$ cat config.mk
export PLATFORM = sky130hd
export DESIGN_NAME = mtq_ctrl
export DESIGN_NICKNAME = d
export VERILOG_FILES = /design/src/hw/rtl/mtq_pkg.sv /design/src/hw/rtl/mtq_ctrl.sv
export SDC_FILE = /design/constraint.sdc
export NUM_CORES = 1
export LEC_CHECK = 0
export BUFFER_PORTS_ARGS = -buffer_cell sky130_fd_sc_hd__buf_2
export CAP_MARGIN = 25
export CORE_AREA = 2 2 39 41
export CTS_BUF_LIST = sky130_fd_sc_hd__clkbuf_4 sky130_fd_sc_hd__clkbuf_8
export CTS_CLUSTER_DIAMETER = 150
export DETAILED_ROUTE_END_ITERATION = 8
export DIE_AREA = 0 0 41 43
export GPL_TIMING_DRIVEN = 0
export MAX_ROUTING_LAYER = met4
export PLACE_DENSITY_LB_ADDON = 0.08
export SYNTH_ARGS = -nofsm -noshare
export SYNTH_HDL_FRONTEND = slang
export SYNTH_SLANG_ARGS = --single-unit
$ cat constraint.sdc
create_clock -name clk -period 3.39 [get_ports clk]
set_input_delay 0.339 -clock clk [delete_from_list [all_inputs] [get_ports clk]]
set_output_delay 0.339 -clock clk [all_outputs]
set_load 0.02 [all_outputs]
$ cat src/hw/rtl/mtq_pkg.sv
// Shared constants, types and helpers for the min-tracking queue.
`timescale 1ns / 1ps
package mtq_pkg;

  localparam int CAPACITY = 1024;
  localparam int ADDR_W   = $clog2(CAPACITY);
  localparam int CNT_W    = $clog2(CAPACITY + 1);
  localparam int DATA_W   = 32;
  localparam int ENTRY_W  = 2 * DATA_W;
  localparam int COUNT_W  = 11;
  localparam int STATUS_W = 2;

  // Values are stored with the sign bit flipped so unsigned compares order them
  localparam logic [DATA_W-1:0] SIGN_FLIP = {1'b1, {(DATA_W-1){1'b0}}};
  localparam logic [DATA_W-1:0] EMPTY_MIN = {DATA_W{1'b1}};

  localparam logic [STATUS_W-1:0] ST_OK    = 2'd0;
  localparam logic [STATUS_W-1:0] ST_FULL  = 2'd1;
  localparam logic [STATUS_W-1:0] ST_EMPTY = 2'd2;

  localparam logic KIND_PUSH = 1'b0;

  // Commands from controller to datapath
  typedef struct packed {
    logic load;     // latch status of the accepted beat
    logic push;     // write onto the input stack
    logic xfer;     // one step of moving input stack to output stack
    logic pop;      // drop the output stack top, fetch the next minimum
    logic pop_fix;  // take the fetched minimum
    logic emit;     // load the result register
  } cmd_t;

  // Status from datapath to controller
  typedef struct packed {
    logic is_push;
    logic full;
    logic empty;
    logic out_empty;
    logic xfer_done;
  } sts_t;

  function automatic logic [DATA_W-1:0] umin(input logic [DATA_W-1:0] a,
                                             input logic [DATA_W-1:0] b);
    return (a < b) ? a : b;
  endfunction

endpackage

$ cat src/hw/rtl/mtq_ctrl.sv
// Controller: sequences push, transfer and pop steps and the result handshake.
`timescale 1ns / 1ps
module mtq_ctrl (
  input  logic          clk,
  input  logic          rst_n,
  input  logic          in_valid,
  output logic          in_ready,
  output logic          out_valid,
  input  logic          out_ready,
  input  mtq_pkg::sts_t sts,
  output mtq_pkg::cmd_t cmd
);

  localparam logic [2:0] S_IDLE    = 3'd0;
  localparam logic [2:0] S_XFER    = 3'd1;
  localparam logic [2:0] S_POP     = 3'd2;
  localparam logic [2:0] S_POP_FIX = 3'd3;
  localparam logic [2:0] S_EMIT    = 3'd4;

  logic [2:0] state_r, state_nxt;
  logic       out_valid_r, out_valid_nxt;
  logic       slot_free;

  assign slot_free = !out_valid_r || out_ready;

  // Next state and commands
  always_comb begin
    state_nxt = state_r;
    cmd       = '0;
    in_ready  = 1'b0;
    case (state_r)
      S_IDLE: begin
        in_ready = 1'b1;
        if (in_valid) begin
          cmd.load = 1'b1;
          cmd.push = sts.is_push && !sts.full;
          if (sts.is_push || sts.empty) begin
            state_nxt = S_EMIT;
          end else if (sts.out_empty) begin
            state_nxt = S_XFER;
          end else begin
            state_nxt = S_POP;
          end
        end
      end
      S_XFER: begin
        if (sts.xfer_done) begin
          state_nxt = S_POP;
        end else begin
          cmd.xfer = 1'b1;
        end
      end
      S_POP: begin
        cmd.pop   = 1'b1;
        state_nxt = S_POP_FIX;
      end
      S_POP_FIX: begin
        cmd.pop_fix = 1'b1;
        state_nxt   = S_EMIT;
      end
      S_EMIT: begin
        if (slot_free) begin
          cmd.emit  = 1'b1;
          state_nxt = S_IDLE;
        end
      end
      default: begin
        state_nxt = S_IDLE;
      end
    endcase
  end

  // Result beat valid: set on emit, drop when taken
  always_comb begin
    out_valid_nxt = out_valid_r;
    if (out_valid_r && out_ready) begin
      out_valid_nxt = 1'b0;
    end
    if (cmd.emit) begin
      out_valid_nxt = 1'b1;
    end
  end

  always_ff @(posedge clk) begin
    if (!rst_n) begin
      state_r     <= S_IDLE;
      out_valid_r <= 1'b0;
    end else begin
      state_r     <= state_nxt;
      out_valid_r <= out_valid_nxt;
    end
  end

  assign out_valid = out_valid_r;

endmodule

==> impl_metrics.csv <==
group,metric,value,unit
logic_synthesis,syn_avg_cell_area,9.74,um^2
cts,clk_latency,0.23,ns
critical_path,critical_path.top_delay_family,"simple AND/OR/NAND/NOR gates",
timing,max_slew_margin,80.7,%
cts,cts.path.max_buffers,2,
floorplan,start_util,22.5,%
place,dp_worst_setup_slack,1.88,ns
cts,post_cts_resized,0,
logic_synthesis,synth_top_area_share,25.7,%
timing,fin_skew,0.000703,ns
floorplan,die_x,41,um
timing,grt_setup_unrepaired,"false",
place,gp_congestion,0.648,
logic_synthesis,synth_warnings,0,
routing,route.detailed.drc,0,
timing,max_clock_freq,0.579,GHz
finish,nets,62,
critical_path,endpoint_kind,"primary output",
power_and_ir_drop,power_density,412,nW/um^2
logic_synthesis,ys_seq_area_share,25.7,%
logic_synthesis,ys_top_cells_by_area,"dfxtp_1 26%, a2111oi_2 9.6%, o31ai_4 6.8%",
routing,drtIter0Drc,4,
floorplan,die_area,1760,um^2
logic_synthesis,synthCells,32,
timing,setup_ws,1.66,ns
critical_path,slowest_stage,"dfxtp_1",
power_and_ir_drop,p_leak,0.216,nW
run_status,status,"complete, no violations",
place,hpwl,584,um
floorplan,num_rows,14,
global_routing,antenna_found_initial,0,
cts,cts_buffers,3,
finish,multiInputGateArea,200,um^2
timing,fin_crit_sh,50.9,%
cts,cts_tree,"built",
cts,htreeDepth,1,
floorplan,core,1380,um^2
critical_path,max_stage_delay,0.29,ns
logic_synthesis,syn_nets,41,
critical_path,path_cells,"buf_2 -> nor3_2 -> and2_1 -> and3b_1 -> buf_2",
timing,setup_viol,0,
critical_path,cp_num_buf_inv,2,
global_routing,overflow,0,
logic_synthesis,synth_cell_types,23,
finish,num_antenna_cells,0,
floorplan,die_h,43,um
cts,postCtsSetupBuffers,0,
cts,holdBufCountCts,0,
logic_synthesis,synth-seq-cells,4,
worst_hold_path,holdCritPathClass,"in -> reg",
cts,clk_pin_slew,0.03,ns
timing,drv_slew,0,
global_routing,grt_pass1_wl,1.15,mm
routing,num_vias,298,
logic_synthesis,synth_area,312,um^2
routing,ant_nets,0,
routing,firstDrtPassIters,3,
floorplan,boundaryPins,17,
critical_path,cp-start-kind,"register",
cts,cts.sink_count,4,
timing,tightest_slew,0.288,ns
timing,finalHoldViolCount,0,
logic_synthesis,synth_top_cell_by_area,"dfxtp_1",
finish,syn_to_final_growth,39.4,%
global_routing,grt_max_degree,11,
finish,layout-drive-gt1-share,56.9,%
power_and_ir_drop,irDropWorstVdd,95.9,uV
critical_path,worstPathRequired,3.05,ns
critical_path,crit_top_cell,"buf_2",
flow_run,cap_violations,0,
global_routing,grt_pass1_vias,308,
finish,final_common_cell,"buf_2",
critical_path,crit_fanout,9,
finish,fill_cells,156,
place,port_buffers,16,
timing,tns,0,ns
routing,avgViaCountPerCell,4.45,
global_routing,grt_usage,10.3,%
cts,cts_root_buf,"clkbuf_4",
critical_path,worst-setup-path-type,"reg -> out",
routing,wl,680,um
timing,fin_crit,1.73,ns
critical_path,arrival,1.39,ns
routing,post_drt_wl_per_cell,10.1,um
finish,mostFrequentLayoutCells,"17 x buf_2, 4 x dfxtp_1, 3 x nor2_1, 3 x clkbuf_4",
finish,register_area,80.1,um^2
## tightest hold or removal path, stage by stage
cell	delay (ns)
buf_2	0.13
o31ai_4	0.06
a2111oi_2	0.04
## layer usage
metal	global-route usage, %	share of wire [%]	vias up	wire length (um)
met4	10.0	0	0	0
met2	14.4	48	12	326
met1	11.5	44	131	300
li1	-	-	155	-
met5	-	0	-	0
met3	1.57	7.8	0	53
## sequential cells by signal, indices dropped and copies added (netlist names)
| register | cells |
|---|---|
| state_r | 3 |
| out_valid | 1 |
## cell type report
type                            instances  share of cell area [%]
Buffer                                  4                    7.20
Clock buffer                            3                    5.19
Multi-Input combinational cell         24                    46.1
Sequential cell                         4                    18.4
Tap cell                               16                    4.61
Timing Repair Buffer                   16                    18.4
## cell families after synthesis
logic type             count (synthesis)  synth area share [%]
DFF                                    4                  25.7
muxes                                  1                  4.82
AOI/OAI and AO/OA                      8                  28.9
buffers and inverters                  4                  10.0
and+or+nand+nor                       15                  30.5
## power breakdown
part / switching [mW] / internal (mW)
logic: 0.0373 / 0.0315
registers: 0.00197 / 0.0517
clock network: 0.0170 / 0.0394
total: 0.0562 / 0.123
## final timing paths
kind / from / endpoint / slack (ns) / depth (start not counted)
max: state_r[1] / cmd[4] / 1.66 / 5
min: rst_n / state_r[1] / 0.39 / 3
max reg2reg: state_r[0] / state_r[2] / 2.15 / 4
min reg2reg: out_valid / out_valid / 0.55 / 2
## cells in the mapped netlist, drive strengths merged
library cell and n:
nor4bb 1, nor2 3, dfxtp 4, and3b 2
and2 1, o21ba 1, o21bai 1, o31a 1
mux2 1, nand2 2, buf 4, nor3 2
nor3b 1, o31ai 1, a21boi 1, and3 1
a21oi 1, nand2b 2, a2111oi 2
## metrics by stage
| step | utilization (%) | power (mW) | hold WS (ns) | cell area (um^2) | std cells |
|---|---|---|---|---|---|
| 5_1_grt | 31.4 | 0.191 | 0.397 | 434 | 67 |
| 2_1_floorplan | - | 0.104 | 0.468 | 312 | 32 |
| 4_1_cts | 31.4 | 0.184 | 0.382 | 434 | 67 |
| 6_report | 31.4 | 0.179 | 0.386 | 434 | 67 |
| 3_3_place_gp | 29.7 | 0.124 | 0.522 | 412 | 64 |
| 3_5_place_dp | 29.7 | 0.124 | 0.541 | 412 | 64 |
(Power assumes the default switching activity.)
